<file path="config.mk">
export PLATFORM = sky130hd
export DESIGN_NAME = framed_packet_receiver_flat
export DESIGN_NICKNAME = d
export VERILOG_FILES = /design/src/rtl/fpr_pkg.sv /design/src/rtl/fpr_if.sv /design/src/rtl/framed_packet_receiver.sv /design/src/flat_wrapper.sv
export SDC_FILE = /design/constraint.sdc
export NUM_CORES = 1
export LEC_CHECK = 0
export BUFFER_PORTS_ARGS = -buffer_cell sky130_fd_sc_hd__buf_2
export CORE_MARGIN = 1.5
export CORE_UTILIZATION = 60
export DETAILED_ROUTE_END_ITERATION = 8
export PLACE_DENSITY = 0.79
export SLEW_MARGIN = 20
export SYNTH_ARGS = -nofsm -noshare
export SYNTH_HDL_FRONTEND = slang
export SYNTH_SLANG_ARGS = --single-unit
</file>
<file path="constraint.sdc">
create_clock -name i_clk -period 6.4 [get_ports i_clk]
set_input_delay 0.32 -clock i_clk [delete_from_list [all_inputs] [get_ports i_clk]]
set_output_delay 0.32 -clock i_clk [all_outputs]
set_load 0.1 [all_outputs]
</file>
<file path="src/rtl/fpr_pkg.sv">
// ----------------------------------------------------------------------------
// Framed packet receiver package
// Word types, kind codes and frame constants shared by the receiver files.
// ----------------------------------------------------------------------------
package fpr_pkg;

    localparam int unsigned FRAME_LIMIT = 306;
    localparam int unsigned POS_W       = 9;
    localparam int unsigned LEN_W       = 15;
    localparam int unsigned DIGITS      = 4;

    localparam logic [7:0] CH_HASH = 8'h23;
    localparam logic [7:0] CH_CR   = 8'h0d;
    localparam logic [7:0] CH_LF   = 8'h0a;

    localparam logic [POS_W-1:0] POS_FIRST_DIGIT = POS_W'(2);
    localparam logic [POS_W-1:0] POS_LAST_DIGIT  = POS_W'(5);
    localparam logic [POS_W-1:0] POS_DATA        = POS_W'(6);
    localparam logic [POS_W-1:0] POS_LIMIT       = POS_W'(FRAME_LIMIT);
    localparam logic [POS_W-1:0] CHECK_MAX       = POS_W'(5);

    typedef enum logic [2:0] {
        KIND_BUSY    = 3'd0,
        KIND_HASH1   = 3'd1,
        KIND_HASH2   = 3'd2,
        KIND_DIGIT   = 3'd3,
        KIND_DATA    = 3'd4,
        KIND_CHECK   = 3'd5,
        KIND_RESET   = 3'd6,
        KIND_RELEASE = 3'd7
    } t_kind;

    typedef struct packed {
        logic       mode;
        logic [7:0] rx_value;
    } t_in_word;

    typedef struct packed {
        t_kind            kind_code;
        logic [7:0]       out_value;
        logic [POS_W-1:0] slot_index;
        logic [LEN_W-1:0] declared_length;
        logic             frame_done;
        logic             check_overflow;
    } t_out_word;

endpackage

</file>
<file path="src/rtl/fpr_if.sv">
// ----------------------------------------------------------------------------
// Framed packet receiver channels
// Valid/ready channels for received bytes and for classified results.
// ----------------------------------------------------------------------------
interface fpr_in_if;
    logic              valid;
    logic              ready;
    fpr_pkg::t_in_word data;

    modport source (output valid, output data, input ready);
    modport sink   (input valid, input data, output ready);
endinterface

interface fpr_out_if;
    logic               valid;
    logic               ready;
    fpr_pkg::t_out_word data;

    modport source (output valid, output data, input ready);
    modport sink   (input valid, input data, output ready);
endinterface

</file>
<file path="src/rtl/framed_packet_receiver.sv">
// ----------------------------------------------------------------------------
// Framed packet receiver
// Classifies UART bytes of "##", four length digits, data, check, CR LF frames.
// ----------------------------------------------------------------------------
// Every word on i_rx gives exactly one result word on o_res, in order. A word
// passes through an input register and is classified on its way into the
// result register, so one word is taken per cycle while o_res is not stalled,
// and its result is presented on o_res from the result register. The
// frame state is updated in that single classification step. After a LF
// completes a frame, received bytes are reported as ignored until a release
// word.

module framed_packet_receiver (
    input  logic          i_clk,
    input  logic          i_rst_n,
    fpr_in_if.sink        i_rx,
    fpr_out_if.source     o_res
);

    logic                           r_in_valid;
    fpr_pkg::t_in_word              r_in_word;
    logic                           r_out_valid;
    fpr_pkg::t_out_word             r_out_word;

    logic [fpr_pkg::POS_W-1:0]      r_pos, n_pos;
    logic [fpr_pkg::LEN_W-1:0]      r_len, n_len;
    logic [fpr_pkg::POS_W-1:0]      r_count, n_count;
    logic [3:0]                     r_digits [fpr_pkg::DIGITS];
    logic                           r_busy, n_busy;
    logic                           r_line_end, n_line_end;
    logic                           dig_we;
    logic [1:0]                     dig_idx;
    fpr_pkg::t_out_word             n_out;
    logic                           adv;
    logic [fpr_pkg::LEN_W-1:0]      decoded;

    assign adv         = r_in_valid && (!r_out_valid || o_res.ready);
    assign i_rx.ready  = !r_in_valid || adv;
    assign o_res.valid = r_out_valid;
    assign o_res.data  = r_out_word;

    assign dig_idx = r_pos[1:0] - 2'd2;
    assign decoded = fpr_pkg::LEN_W'(r_digits[0]) * fpr_pkg::LEN_W'(1000)
                   + fpr_pkg::LEN_W'(r_digits[1]) * fpr_pkg::LEN_W'(100)
                   + fpr_pkg::LEN_W'(r_digits[2]) * fpr_pkg::LEN_W'(10)
                   + fpr_pkg::LEN_W'(r_in_word.rx_value[3:0]);

    always_comb begin
        n_pos      = r_pos;
        n_len      = r_len;
        n_count    = r_count;
        n_busy     = r_busy;
        n_line_end = r_line_end;
        dig_we     = 1'b0;
        n_out      = '0;
        n_out.out_value = r_in_word.rx_value;
        if (r_in_word.mode) begin
            n_busy          = 1'b0;
            n_out.kind_code = fpr_pkg::KIND_RELEASE;
            n_out.out_value = '0;
        end else if (r_busy) begin
            n_out.kind_code = fpr_pkg::KIND_BUSY;
        end else begin
            if (r_in_word.rx_value == fpr_pkg::CH_HASH) begin
                n_len = '0;
                if (r_pos != fpr_pkg::POS_W'(1)) begin
                    n_count         = '0;
                    n_pos           = fpr_pkg::POS_W'(1);
                    n_line_end      = 1'b0;
                    n_out.kind_code = fpr_pkg::KIND_HASH1;
                end else begin
                    n_pos           = fpr_pkg::POS_FIRST_DIGIT;
                    n_out.kind_code = fpr_pkg::KIND_HASH2;
                end
            end else if (r_pos >= fpr_pkg::POS_FIRST_DIGIT
                         && r_pos <= fpr_pkg::POS_LAST_DIGIT) begin
                dig_we = 1'b1;
                if (r_pos == fpr_pkg::POS_LAST_DIGIT) begin
                    n_len   = decoded;
                    n_count = '0;
                end
                n_out.slot_index = r_pos - fpr_pkg::POS_FIRST_DIGIT;
                n_pos            = r_pos + 1'b1;
                n_out.kind_code  = fpr_pkg::KIND_DIGIT;
            end else if (r_pos >= fpr_pkg::POS_DATA && r_pos < fpr_pkg::POS_LIMIT) begin
                if (fpr_pkg::LEN_W'(r_count) < r_len) begin
                    n_out.slot_index = r_count;
                    n_count          = r_count + 1'b1;
                    n_out.kind_code  = fpr_pkg::KIND_DATA;
                end else begin
                    n_out.slot_index     = r_pos - fpr_pkg::POS_DATA
                                         - r_len[fpr_pkg::POS_W-1:0];
                    n_out.check_overflow = (n_out.slot_index >= fpr_pkg::CHECK_MAX);
                    n_out.kind_code      = fpr_pkg::KIND_CHECK;
                end
                n_pos = r_pos + 1'b1;
            end else begin
                n_pos           = '0;
                n_len           = '0;
                n_count         = '0;
                n_out.kind_code = fpr_pkg::KIND_RESET;
            end
            if (r_in_word.rx_value == fpr_pkg::CH_CR) begin
                n_pos      = n_pos + 1'b1;
                n_line_end = 1'b0;
            end
            if (r_in_word.rx_value == fpr_pkg::CH_LF && !n_line_end) begin
                n_pos            = n_pos + 1'b1;
                n_line_end       = 1'b1;
                n_busy           = 1'b1;
                n_out.frame_done = 1'b1;
            end
        end
        n_out.declared_length = n_len;
    end

    always_ff @(posedge i_clk) begin
        if (!i_rst_n) begin
            r_in_valid  <= 1'b0;
            r_out_valid <= 1'b0;
            r_pos       <= '0;
            r_len       <= '0;
            r_count     <= '0;
            r_busy      <= 1'b0;
            r_line_end  <= 1'b0;
            for (int i = 0; i < fpr_pkg::DIGITS; i++) begin
                r_digits[i] <= '0;
            end
        end else begin
            if (i_rx.ready) begin
                r_in_valid <= i_rx.valid;
            end
            if (adv) begin
                r_out_valid <= 1'b1;
                r_pos       <= n_pos;
                r_len       <= n_len;
                r_count     <= n_count;
                r_busy      <= n_busy;
                r_line_end  <= n_line_end;
                if (dig_we) begin
                    r_digits[dig_idx] <= r_in_word.rx_value[3:0];
                end
            end else if (o_res.ready) begin
                r_out_valid <= 1'b0;
            end
        end
    end

    always_ff @(posedge i_clk) begin
        if (i_rx.ready && i_rx.valid) begin
            r_in_word <= i_rx.data;
        end
        if (adv) begin
            r_out_word <= n_out;
        end
    end

`ifndef ASSERT_OFF
    a_done_sets_busy: assert property (@(posedge i_clk) disable iff (!i_rst_n)
        adv && n_out.frame_done |=> r_busy)
        else $error("completed frame did not set busy");

    a_busy_holds: assert property (@(posedge i_clk) disable iff (!i_rst_n)
        r_busy && !(adv && r_in_word.mode) |=> r_busy)
        else $error("busy cleared without a release word");

    a_ovf_is_check: assert property (@(posedge i_clk) disable iff (!i_rst_n)
        r_out_valid && r_out_word.check_overflow |-> r_out_word.kind_code == fpr_pkg::KIND_CHECK)
        else $error("overflow flagged on a non-check word");

    a_in_held: assert property (@(posedge i_clk) disable iff (!i_rst_n)
        r_in_valid && !adv |=> r_in_valid && $stable(r_in_word))
        else $error("pending input word lost while stalled");
`endif

endmodule

</file>
<file path="src/flat_wrapper.sv">
// flat-port wrapper written by rule: the top's interface ports become plain ports
module framed_packet_receiver_flat 
  (i_clk, i_rst_n, i_rx_valid, i_rx_data, i_rx_ready, o_res_valid, o_res_data, o_res_ready);
  fpr_in_if i_rx_i ();
  fpr_out_if o_res_i ();
  input  logic i_clk;
  input  logic i_rst_n;
  input wire logic [$bits(i_rx_i.valid)-1:0] i_rx_valid;
  input wire logic [$bits(i_rx_i.data)-1:0] i_rx_data;
  output wire logic [$bits(i_rx_i.ready)-1:0] i_rx_ready;
  output wire logic [$bits(o_res_i.valid)-1:0] o_res_valid;
  output wire logic [$bits(o_res_i.data)-1:0] o_res_data;
  input wire logic [$bits(o_res_i.ready)-1:0] o_res_ready;
  assign i_rx_i.valid = i_rx_valid;
  assign i_rx_i.data = i_rx_data;
  assign i_rx_ready = i_rx_i.ready;
  assign o_res_valid = o_res_i.valid;
  assign o_res_data = o_res_i.data;
  assign o_res_i.ready = o_res_ready;
  framed_packet_receiver u_core (.i_clk(i_clk), .i_rst_n(i_rst_n), .i_rx(i_rx_i), .o_res(o_res_i));
endmodule
</file>
# [Word level (Yosys, flattened, before mapping)]
# Memories as Yosys holds them, arrays and structs flattened.
# Index checks and enable logic that the tools add are counted.
[word_totals] ram_bits=16 memories=1 ff_bits=83 in_bits=13
[op_classes] bitwise_logic=3 multipliers=3 n_lt_le_gt_ge=6 eq_ne=8 addsub=11 n_reduce_logical=17 n_mux=54
[mem_list] memory="u_core.r_digits" words=4 width=4 read_ports=3 rd_ports_with_merged_regs=0 wr=4 line_no="framed_packet_receiver.sv:28" rtl="logic [3:0] r_digits [fpr_pkg::DIGITS];"
[op_table] operator="$mux W9" n=18
[op_table] operator="$mux W15" n=6
[op_table] operator="$add A9 B1 Y9 const B" n=4
[op_table] operator="$mux W1" n=22
[op_table] operator="$ge A9 B3 Y1 const B" n=2
[op_table] operator="$eq A8 B4 Y1 const B" n=2
[op_table] operator="$add A14 B11 Y15" n=1
[op_table] operator="$add A15 B4 Y15" n=1
[op_table] operator="$add A15 B8 Y15" n=1
[op_table] operator="$lt A9 B15 Y1" n=1
[op_table] operator="$mul A4 B7 Y11 const B" n=1
[op_table] operator="$eq A9 B3 Y1 const B" n=1
[op_table] operator="$ge A9 B2 Y1 const B" n=1
[op_table] operator="$le A9 B3 Y1 const B" n=1
[op_table] operator="$lt A9 B9 Y1 const B" n=1
[op_table] operator="$mul A4 B5 Y9 const B" n=1
[op_table] operator="$mux W3" n=3
[op_table] operator="$ne A9 B1 Y1 const B" n=1
[op_table] operator="$sub A9 B2 Y9 const B" n=1
[op_table] operator="$sub A9 B3 Y9 const B" n=1
[op_table] operator="$sub A9 B9 Y9" n=1
[op_table] operator="$eq A8 B6 Y1 const B" n=1
[op_table] operator="$mux W2" n=4
[op_table] operator="$mul A4 B3 Y7 const B" n=1
[op_table] operator="16 further kinds" n=25

# [Longest topological paths before layout]
# Gate-level depths: netlist (run 1).
[depth] ltp_word=13 depth_mapped=17 mapped_depth_nobuf=17

# [Least setup slack after synthesis (run 1)]
# OpenSTA, ideal clock, no wires.
[synth_timing] path_type="reg-to-reg" start="memory u_core.r_digits[0][2]" end="register u_core.r_out_word, in the netlist u_core.o_res.data[15] (data pin)" slack_ns=1.958 stages_incl_launch_ff=16 path_buffers=0 period_less_slack_ns=4.442 t_arrival_ns=4.185 setup_time_ns=0.256 cell_sequence="edfxtp_1 -> fa_1 -> inv_1 -> fa_1 -> inv_1 -> ha_1 -> a21o_1 -> a21oi_1 -> xor2_1 -> ha_1 -> ha_1 -> ha_1 -> o41ai_1 -> o21ai_0 -> xnor2_1 -> a22o_1"
[synth_lines] element="from (decl)" line_no="framed_packet_receiver.sv:28"
[synth_lines] element="to (signal assigned)" line_no="framed_packet_receiver.sv:154" rtl="r_out_word <= n_out;"
[synth_lines] element="to (decl)" line_no="framed_packet_receiver.sv:23" rtl="fpr_pkg::t_out_word r_out_word;"

==> summary.md, run 1 <==
| Metric | Value |
|---|---|
| Drc violations | 0 |
| Synthesized Nets | 833 |
| Pin count of the biggest net entering global routing | 47 |
| Critical Path AT | 4860 ps |
| Post-CTS Resized | 0 |
| I/O pins | 52 |
| Starting DRT DRC Count | 530 |
| Global placement routability congestion | 0.898 |
| Hold buffers post-CTS | 0 |
| Relative slew slack | 29.0% |
| First-pass GRT wire length | 26600 um |
| Worst Path Required | 6490 ps |
| DP Worst Slack | 1680 ps |
| Post-CTS Setup Inserts | 0 |
| Post-synth top area cell | edfxtp_1 |
| Max H-tree Level | 3 |
| Post-synthesis sequential area ratio | 35.1% |
| Final net count | 875 |
| Max Cap Viol | 0 |
| Top FF cell, synth | edfxtp_1 |
| Number of global-route vias before repair | 5489 |
| Worst IR drop on VDD | 275 uV |
| CP Launch Type | flip-flop |
| Final HPWL DP | 12600 um |
| Gate Count Post-Synth | 718 |
| Top cell by count, worst path | ha_1 |
| Syn_area_per_cell | 9.84 um^2 |
| CTS tree | built |
| Clock buffer depth | 2 |
| Post-route ant nets | 0 |
| Wire per inst | 17.9 um |
| Post-Route Skew | 5.99 ps |
| # port buffers | 51 |
| Ant. Diodes | 0 |
| RSZ-0062 raised after global routing | false |
| Synth unique cells | 80 |
| Die width | 112 um |
| Share of the synthesized area in the top cell type | 24.7% |
| Share of cells above drive strength 1 | 11.9% |
| Num CTS Buffers | 9 |
| Ys async rst share | 0% |
| Setup TNS | 0 ps |
| Max Clock Freq | 210 MHz |
| Worst-Margin Slew | 1060 ps |
| Leak | 3.21 nW |
| Total grt overflow | 0 |
| Clock root cell | clkbuf_16 |
| Most common cell in the netlist | ha_1 |
| Synth Register Bits | 95 |
| Syn. warnings | 0 |
| Fillers | 917 |
| Crit path max fanout | 6 |
| Status | finished, final reports clean |
| Setup slack after layout | 1630 ps |
| Row cnt | 39 |
| Number of flops mapped to enable cells by yosys | 58 |
| Tcrit/Tclk final | 74.5% |
| Critical-path top delay cell | fa_1 |
| Core area | 0.0115 mm^2 |
| Via density | 6.17 |
| Vias | 5600 |
| Setup CP Type | reg -> reg |
| Final setup viols | 0 |
| Netlist Area Pre-Place | 0.00707 mm^2 |
| Worst Hold Class | in -> reg |
| Final Hold Slack | 153 ps |
| WL final | 16200 um |
| Initial Utilization | 61.6% |
| CP cell instances | fa_1 > inv_1 > fa_1 > inv_1 > ha_1 > a21o_1 > a21oi_1 > xor2_1 > ha_1 > ha_1 > ha_1 > o41ai_1 > o21ai_0 > xnor2_1 > a22o_1 |
| Top cells by area, synth | edfxtp_1 25%, ha_1 15%, dfxtp_1 10% |
| GRT Resource Usage Total | 26.5% |
| Largest stage delay, worst path | 610 ps |
| Initial antenna violation count | 0 |
| Area Overhead vs Synth | 8.84% |
| Min cycle time layout | 4770 ps |
| Max Slew Vio Count | 0 |
| Clock latency on the worst-skew pair | 340 ps |
| Drt first pass iters | 5 |
| Synth top cells by count | 84 x ha_1, 70 x inv_1, 58 x edfxtp_1 |
| Crit path capture type | flip-flop |
| Die height | 112 um |
| PwrDens | 214 mW/mm^2 |
| Die area | 0.0124 mm^2 |
| Clk sink count | 95 |
| CTS clock-pin slew for the worst setup and hold paths | 70 ps |
| Hold Fails Final Rpt | 0 |
[layout make-up]
class / count / area [um^2] / area share, %
Clock buffer: 10 / 229 / 2.98
Timing Repair Buffer: 52 / 263 / 3.42
Tap cell: 143 / 179 / 2.33
Multi-Input combinational cell: 531 / 4230 / 54.9
Sequential cell: 95 / 2480 / 32.3
Clock inverter: 6 / 45.0 / 0.586
Inverter: 71 / 267 / 3.47
[flip-flops by register name, indices dropped and copies added (netlist names)]
name	flops
u_core.o_res.data	37
u_core.o_res.valid	1
u_core.r_busy	1
u_core.r_count	9
u_core.r_digits	12
u_core.r_in_valid	1
u_core.r_in_word	9
u_core.r_len	15
u_core.r_line_end	1
u_core.r_pos	9
[cell usage in the layout (no fill, tap or decap), drive strengths merged, types with 3 or more instances in the layout]
master,instances
o21ai,32
a211oi,3
xnor2,29
o21a,4
nor4,8
nor4b,4
nand4,10
a21o,17
or2,3
buf,52
or3,4
nor3,12
xor2,14
and2,20
o21bai,4
edfxtp,58
a21oi,36
dfxtp,37
ha,84
o31ai,3
a22oi,4
nand3,20
fa,18
nor2b,14
o211ai,4
a22o,13
o22ai,5
nand2,41
clkinv,3
mux2i,10
o41ai,4
nor2,56
a31oi,4
clkbuf,10
nand2b,9
a32oi,7
inv,72
a31o,5
[worst paths after layout]
kind	from	end	slack (ps)	cells after the start
hold / removal	i_rx_data[2]	u_core.r_in_word[2]	150	1
hold reg to reg	u_core.r_len[14]	u_core.r_len[14]	490	2
setup reg to reg	u_core.r_digits[0][2]	u_core.o_res.data[15]	1630	15
setup / recovery	u_core.r_digits[0][2]	u_core.o_res.data[15]	1630	15
[cell families after synthesis]
group,share of synthesized area [%]
muxes,1.42
DFF,35.1
buffers and inverters,5.17
xor gates and xnor gates,5.33
AOI/OAI and AO/OA,16.2
and+or+nand+nor,16.7
adders and majority gates,20.0
[per-stage QoR]
stage | power (mW) | util [%] | instances | cell area, um^2
after floorplan | 1.06 | - | 718 | 7070
after detailed placement | 1.15 | 64.7 | 892 | 7420
final | 1.65 | 67.1 | 908 | 7690
after global placement | 1.14 | 64.7 | 892 | 7420
after global routing | 1.72 | 67.1 | 908 | 7690
after CTS | 1.65 | 67.1 | 908 | 7690
[where the power goes]
part / switching [mW] / leakage [nW] / internal [mW]
Clock: 0.236 / 0.127 / 0.266
Combinational: 0.302 / 2.22 / 0.156
Sequential: 0.0195 / 0.860 / 0.671
Total: 0.557 / 3.21 / 1.09
[worst max-delay path, delay by kind of cell (launching register included)]
kind	cells	cell delay, ps
compound gates	5	1290
flops	1	500
fa+ha+maj	6	2240
xor+xnor	2	340
buf+inv	2	140
[metal layers]
layer / routed length [um] / vias to the layer above / global-route usage (%)
li1: - / 2664 / -
met1: 6960 / 2644 / 35.5
met2: 7610 / 262 / 43.9
met3: 1320 / 30 / 4.90
met4: 328 / 0 / 8.44
met5: 0 / - / 0
(Power assumes the default switching activity.)
==> inputs of run 2 (changes only) <==
Settings changed: ABC_AREA set to 1.
Clock period 6.4 ns to 4.86 ns, I/O delays scaled along.
==> run 2 against run 1 <==
First-iteration DRC count decreased by 4.0%. Utilization rose by 1.1 points. Largest power group unchanged. Combinational power is 61% higher. Cell count up 13%. Critical endpoint is now u_core.o_res.data[16]. Highest routed layer unchanged. Largest cell class unchanged.
==> summary.md, run 2 <==
| Metric | Value |
|---|---|
| Worst Path Buf+Inv | 3 (+1) |
| Post-synth top area cell | edfxtp_1 |
| Most frequent cells in the layout | 136 x inv_1, 116 x nand2_1, 84 x ha_1 |
| Clock buffer depth | 2 (unchanged) |
| Die area | 0.0124 mm^2 (unchanged) |
| Final net count | 996 (+14%) |
| Die width | 112 um (unchanged) |
| Ant. Diodes | 0 (unchanged) |
| Num CTS Buffers | 9 (unchanged) |
| Crit path capture type | flip-flop |
| Post-route ant nets | 0 (unchanged) |
| CP Launch Type | flip-flop |
| Tcrit/Tclk final | 94.3% (+20 points) |
| Tot Pwr | 2.40 mW (+46%) |
| Relative slew slack | 32.4% (+3.4 points) |
| Netlist Area Pre-Place | 0.00707 mm^2 (unchanged) |
| Max Slew Vio Count | 0 (unchanged) |
| Post-synthesis sequential area ratio | 35.1% (unchanged) |
| Number of flip-flops in the largest register | 37 (unchanged) |
| Most common cell in the netlist | inv_1 |
| Final Non-Filler Cells | 1029 (+13%) |
| Critical-path top delay cell | fa_1 |
| Worst Path Required | 4980 ps (-1510 ps) |
| Starting DRT DRC Count | 509 (-4.0%) |
| Core area | 0.0115 mm^2 (unchanged) |
| Worst IR drop on VDD | 255 uV (-7.1%) |
| Top cell by count, worst path | nand2_1 |
| Top FF cell, synth | edfxtp_1 |
| Synth Register Bits | 95 (unchanged) |
| Max Cap Viol | 0 (unchanged) |
| Syn_area_per_cell | 8.57 um^2 (-13%) |
| Share of cells above drive strength 1 | 15.0% (+3.1 points) |
| Leak | 3.66 nW (+14%) |
| Final HPWL DP | 13600 um (+8.5%) |
| Number of global-route vias before repair | 5576 (+1.6%) |
| Ys async rst share | 0% (unchanged) |
| Total grt overflow | 0 (unchanged) |
| Clock latency on the worst-skew pair | 360 ps (+20 ps) |
| Synth top cells by count | 136 x inv_1, 116 x nand2_1, 84 x ha_1 |
| Crit path max fanout | 5 (-1) |
| CTS clock-pin slew for the worst setup and hold paths | 70 ps (about the same) |
| Worst-Margin Slew | 1010 ps (-50.8 ps) |
| Status | finished, final reports clean |
| Crit path max-delay family | adder cells |
| Area Overhead vs Synth | 10.6% |
| CTS tree | built |
| Row cnt | 39 (unchanged) |
| Global placement routability congestion | 0.913 (+1.6%) |
| Top cells by area, synth | edfxtp_1 25%, ha_1 15%, dfxtp_1 10% |
| Drt first pass iters | 7 (+2) |
| GRT Resource Usage Total | 28.1% (+1.6 points) |
| Wire per inst | 16.6 um (-6.9%) |
| Synthesized Nets | 939 (+13%) |
| Initial Utilization | 61.6% (unchanged) |
| DP Worst Slack | 202 ps (-1480 ps) |
| Dpl cells | 1009 (+13%) |
| Number of flops mapped to enable cells by yosys | 58 (unchanged) |
| Die height | 112 um (unchanged) |
| Final setup viols | 0 (unchanged) |
| WL final | 17100 um (+5.6%) |
| # port buffers | 51 (unchanged) |
| Setup slack after layout | 276 ps (-1360 ps) |
| Clk sink count | 95 (unchanged) |
| First-pass GRT wire length | 27500 um (+3.4%) |
| PwrDens | 308 mW/mm^2 (+43%) |
| Vias | 5824 (+4.0%) |
| Initial antenna violation count | 0 (unchanged) |
| Syn. warnings | 0 (unchanged) |
| Synth unique cells | 50 (-38%) |
| Post-Route Skew | 11.3 ps (+5.31 ps) |
| Drc violations | 0 (unchanged) |
| Setup CP Type | reg -> reg |
| Clock root cell | clkbuf_16 |
| Worst Hold Class | in -> reg |
| Pin count of the biggest net entering global routing | 23 (-51%) |
| Max Clock Freq | 218 MHz (+4.0%) |
| Gate Count Post-Synth | 824 (+15%) |
| Min cycle time layout | 4580 ps (-184 ps) |
| Critical Path AT | 4700 ps (-160 ps) |
| CP cell instances | buf_4 > ha_1 > fa_1 > fa_1 > fa_1 > ha_1 > ha_1 > nand2_1 > inv_1 > a21oi_2 > nor2_1 > o21ai_0 > nand2_1 > nand2_1 > nand2_1 > nand2_1 > nand2_1 > nand2_1 > inv_1 > o21ai_0 > nand2_1 > nand2_1 > nand2_1 |
| Hold Fails Final Rpt | 0 (unchanged) |
| Most common cell after layout, fill and taps aside | inv_1 |
| Share of the synthesized area in the top cell type | 24.7% (unchanged) |
| Largest stage delay, worst path | 580 ps (-30 ps) |
| Via density | 5.66 (-8.2%) |
| Setup TNS | 0 ps (unchanged) |
| Max H-tree Level | 3 (unchanged) |
| I/O pins | 52 (unchanged) |
[run 2: cell count changes in the layout (fill, tap and decap cells not counted), moves of 13 or more]
cell	delta
and2_1	-18
a21o_1	-16
nand2_1	+76
inv_1	+66
nor2b_1	-13
a22o_1	-13
xnor2_1	-21
nand3_1	+13
a21oi_1	+14
inv_2	+15
[run 2: timing repair]
| item | in CTS | in global routing |
|---|---|---|
| hold buffers | 0 | 0 |
| setup endpoints to repair | 0 | 3 |
| gates resized for setup | 0 | 3 |
| setup buffers | 0 | 4 |
[run 2: where the power goes]
group          switching, mW  total, mW  internal, mW
clock                  0.337      0.748         0.411
sequential            0.0278      0.922         0.894
combinational          0.509      0.734         0.225
[run 2: final cells by class]
class / count / area, um^2
multi-input combinational: 564 / 3970
clock buffer: 9 / 225
clock inverter: 7 / 83.8
timing repair buffer: 57 / 300
inverter: 154 / 578
fill: 873 / 3650
sequential: 95 / 2480
tap: 143 / 179
[run 2: final timing paths]
kind,start,endpoint,slack (ps),depth (start not counted)
worst min-delay path,i_rx_data[8],u_core.r_in_word[8],60,1
worst max register to register,u_core.r_digits[0][2],u_core.o_res.data[16],280,23
worst max-delay path,u_core.r_digits[0][2],u_core.o_res.data[16],280,23
worst min register to register,u_core.r_pos[7],u_core.r_pos[7],510,2
[run 2: per-stage QoR]
| stage | utilization (%) | hold WS [ps] | cell area [um^2] |
|---|---|---|---|
| after floorplan | - | 342 | 7070 |
| after global placement | 65.1 | 421 | 7470 |
| after detailed placement | 65.1 | 422 | 7470 |
| after CTS | 67.8 | 58.1 | 7780 |
| after global routing | 68.2 | 57.7 | 7820 |
| final | 68.2 | 61.6 | 7820 |
[run 2: routing by layer]
layer	part of all wire, %	vias to the layer above	track usage, %
met2	49	210	47.5
met4	2.3	0	10.4
met1	40	2705	35.6
met3	8.1	26	6.10
li1	-	2883	-
met5	0	-	0
[run 2: logic make-up after synthesis]
| logic type | Yosys count | share of synthesized area (%) |
|---|---|---|
| adder cells (fa/ha/maj) | 102 | 20.0 |
| AO/OA/AOI/OAI | 142 | 12.1 |
| flip-flops | 95 | 35.1 |
| XOR/XNOR | 33 | 4.09 |
| buffers and inverters | 165 | 8.82 |
| AND/OR/NAND/NOR | 287 | 19.9 |
==> inputs of run 3 (changes only) <==
Settings changed: CORE_MARGIN 1.5 to 4.
==> run 3 against run 2 <==
Power up 0.76%. Die area up 9.2%. Worst setup slack better by 35 ps. Design area up 0.32%. Register-to-register slack better by 40 ps. Largest cell class unchanged.
==> summary.md, run 3 (synthesis results as in run 2) <==
| Metric | Value |
|---|---|
| Critical Path AT | 4660 ps (-40 ps) |
| Drc violations | 0 (unchanged) |
| Global placement routability congestion | 0.939 (+2.8%) |
| Starting DRT DRC Count | 638 (+25%) |
| Max Slew Vio Count | 0 (unchanged) |
| Setup CP Type | reg -> reg |
| GRT Max-Usage Layer | met2 |
| Sequential Area | 0.00248 mm^2 (unchanged) |
| Die height | 117 um (+4.5%) |
| Die area | 0.0136 mm^2 (+9.2%) |
| Crit path max fanout | 4 (-1) |
| CP Launch Type | flip-flop |
| Relative slew slack | 31.2% (-1.2 points) |
| Max Cap Viol | 0 (unchanged) |
| Post-Route Skew | 10.0 ps (-1.25 ps) |
| Num CTS Buffers | 9 (unchanged) |
| Number of global-route vias before repair | 5758 (+3.3%) |
| Worst Hold Class | in -> reg |
| Max H-tree Level | 3 (unchanged) |
| Initial antenna violation count | 0 (unchanged) |
| Sw frac | 35.8% (-0.57 points) |
| Psw | 0.866 mW (-0.83%) |
| Crit path capture type | flip-flop |
| Drt first pass iters | 7 (unchanged) |
| PwrDens | 309 mW/mm^2 (+0.44%) |
| Leak | 3.67 nW (+0.26%) |
| Worst R2R Setup Slack | 310 ps (+40 ps) |
| Clk sink count | 95 (unchanged) |
| Crit path max-delay family | adder cells |
| # port buffers | 51 (unchanged) |
| Ant. Diodes | 0 (unchanged) |
| Clock latency on the worst-skew pair | 350 ps (about the same) |
| Most common cell after layout, fill and taps aside | inv_1 |
| CTS clock-pin slew for the worst setup and hold paths | 70 ps (about the same) |
| Critical-path top delay cell | fa_1 |
| Largest stage delay, worst path | 580 ps (about the same) |
| CTS tree | built |
| Initial Utilization | 61.6% (unchanged) |
| Multi-input logic area | 0.00397 mm^2 (about the same) |
| Number of flip-flops in the largest register | 37 (unchanged) |
| Setup TNS | 0 ps (unchanged) |
| Final net count | 998 (+0.20%) |
| Comb power frac | 30.8% (+0.3 points) |
| Tcrit/Tclk final | 93.6% (-0.72 points) |
| CP cell instances | fa_1 > inv_1 > fa_1 > inv_1 > ha_1 > a21oi_1 > nand2_1 > xnor2_1 > inv_1 > ha_1 > ha_1 > ha_1 > nand2_1 > o21ai_1 > nand2_1 > nand2_1 > a21oi_1 > a22oi_1 > o21ai_0 > nand2_1 > nand2_1 |
| Area Overhead vs Synth | 11.0% |
| Hold Fails Final Rpt | 0 (unchanged) |
| Clock buffer depth | 2 (unchanged) |
| Total grt overflow | 0 (unchanged) |
| Int Pwr | 1.56 mW (+1.7%) |
| Final setup viols | 0 (unchanged) |
| Worst-Margin Slew | 1030 ps (+18.1 ps) |
| Clock root cell | clkbuf_16 |
| Worst Path Required | 4970 ps (about the same) |
| Die width | 117 um (+4.5%) |
| Row cnt | 39 (unchanged) |
| Clock power share | 31.2% (about the same) |
| Worst Path Buf+Inv | 3 (unchanged) |
| Final HPWL DP | 13600 um (-0.46%) |
| Top cell by count, worst path | nand2_1 |
| Flop pwr share | 38.0% (-0.4 points) |
| Pin count of the biggest net entering global routing | 39 (+70%) |
| Post-route ant nets | 0 (unchanged) |
| Share of cells above drive strength 1 | 15.1% (+0.079 points) |
| Met1 usage | 35.3% (-0.24 points) |
| Met3 usage | 4.61% (-1.5 points) |
| Vias | 5901 (+1.3%) |
| Status | finished, final reports clean |
| GRT Resource Usage Total | 26.8% (-1.3 points) |
| Max Clock Freq | 220 MHz (+0.77%) |
| WL final | 17200 um (+0.44%) |
| I/O pins | 52 (unchanged) |
| Tot Pwr | 2.42 mW (+0.76%) |
| Worst IR drop on VDD | 272 uV (+6.4%) |
| Via density | 5.72 (+1.1%) |
| Core area | 0.0115 mm^2 (unchanged) |
| Hold buffers post-CTS | 0 (unchanged) |
| Fillers | 897 (+2.7%) |
| First-pass GRT wire length | 28400 um (+3.1%) |
| Most frequent cells in the layout | 136 x inv_1, 116 x nand2_1, 84 x ha_1 |
| Wire per inst | 16.7 um (+0.25%) |
| Min cycle time layout | 4550 ps (-35.1 ps) |
| Met2 Resource Use GR | 44.5% (-3.0 points) |
| RSZ-0062 raised after global routing | false |
-- run 3: layer usage --
metal  wire length (um)  part of all wire [%]
met1               7170                    42
met2               8390                    49
met3               1160                   6.7
met4                478                   2.8
met5                  0                     0
-- run 3: power by group through the flow --
stage               clock [mW]  sequential [mW]  combinational (mW)
finish                   0.755            0.921               0.745
global route             0.798            0.925               0.823
CTS                      0.760            0.921               0.734
detailed placement           0            0.939               0.728
global placement             0            0.937               0.701
floorplan                    0             1.05               0.448
-- run 3: final timing paths --
path                                end             startpoint  depth (start not counted)
setup / recovery  u_core.o_res.data[15]  u_core.r_digits[0][2]                         21
hold / removal      u_core.r_in_word[6]           i_rx_data[6]                          1
setup reg to reg  u_core.o_res.data[15]  u_core.r_digits[0][2]                         21
hold reg to reg         u_core.r_pos[7]        u_core.r_pos[7]                          2
-- run 3: final cells by class --
| class | count | area share, % |
|---|---|---|
| clock buffer | 11 | 3.24 |
| clock inverter | 5 | 0.798 |
| inverter | 154 | 7.37 |
| multi-input combinational | 564 | 50.6 |
| sequential | 95 | 31.7 |
| tap | 143 | 2.28 |
| timing repair buffer | 59 | 4.02 |
-- run 3: worst reg2reg max path, cell delays in order, from the launching register on --
cell and delay (ps):
edfxtp_1 460, fa_1 590, inv_1 90, fa_1 500, inv_1 40, ha_1 340
a21oi_1 140, nand2_1 100, xnor2_1 160, inv_1 60, ha_1 270, ha_1 300
ha_1 330, nand2_1 70, o21ai_1 190, nand2_1 130, nand2_1 80, a21oi_1 70
a22oi_1 150, o21ai_0 130, nand2_1 80, nand2_1 50
-- run 3: timing repair --
action                     CTS  global route
setup endpoints to repair    0             4
resized for setup            0             3
buffers inserted             0             6
-- run 3: stage by stage --
step | hold slack (ps) | cells | util (%) | worst slack (ps) | instance area (um^2)
after floorplan | 342 | 824 | - | 549 | 7070
after global placement | 421 | 1009 | 65.1 | 402 | 7470
after detailed placement | 422 | 1009 | 65.1 | 169 | 7470
after CTS | 63.9 | 1025 | 67.9 | 149 | 7790
after global routing | 60.5 | 1031 | 68.4 | 14.4 | 7840
final | 70.6 | 1031 | 68.4 | 311 | 7840
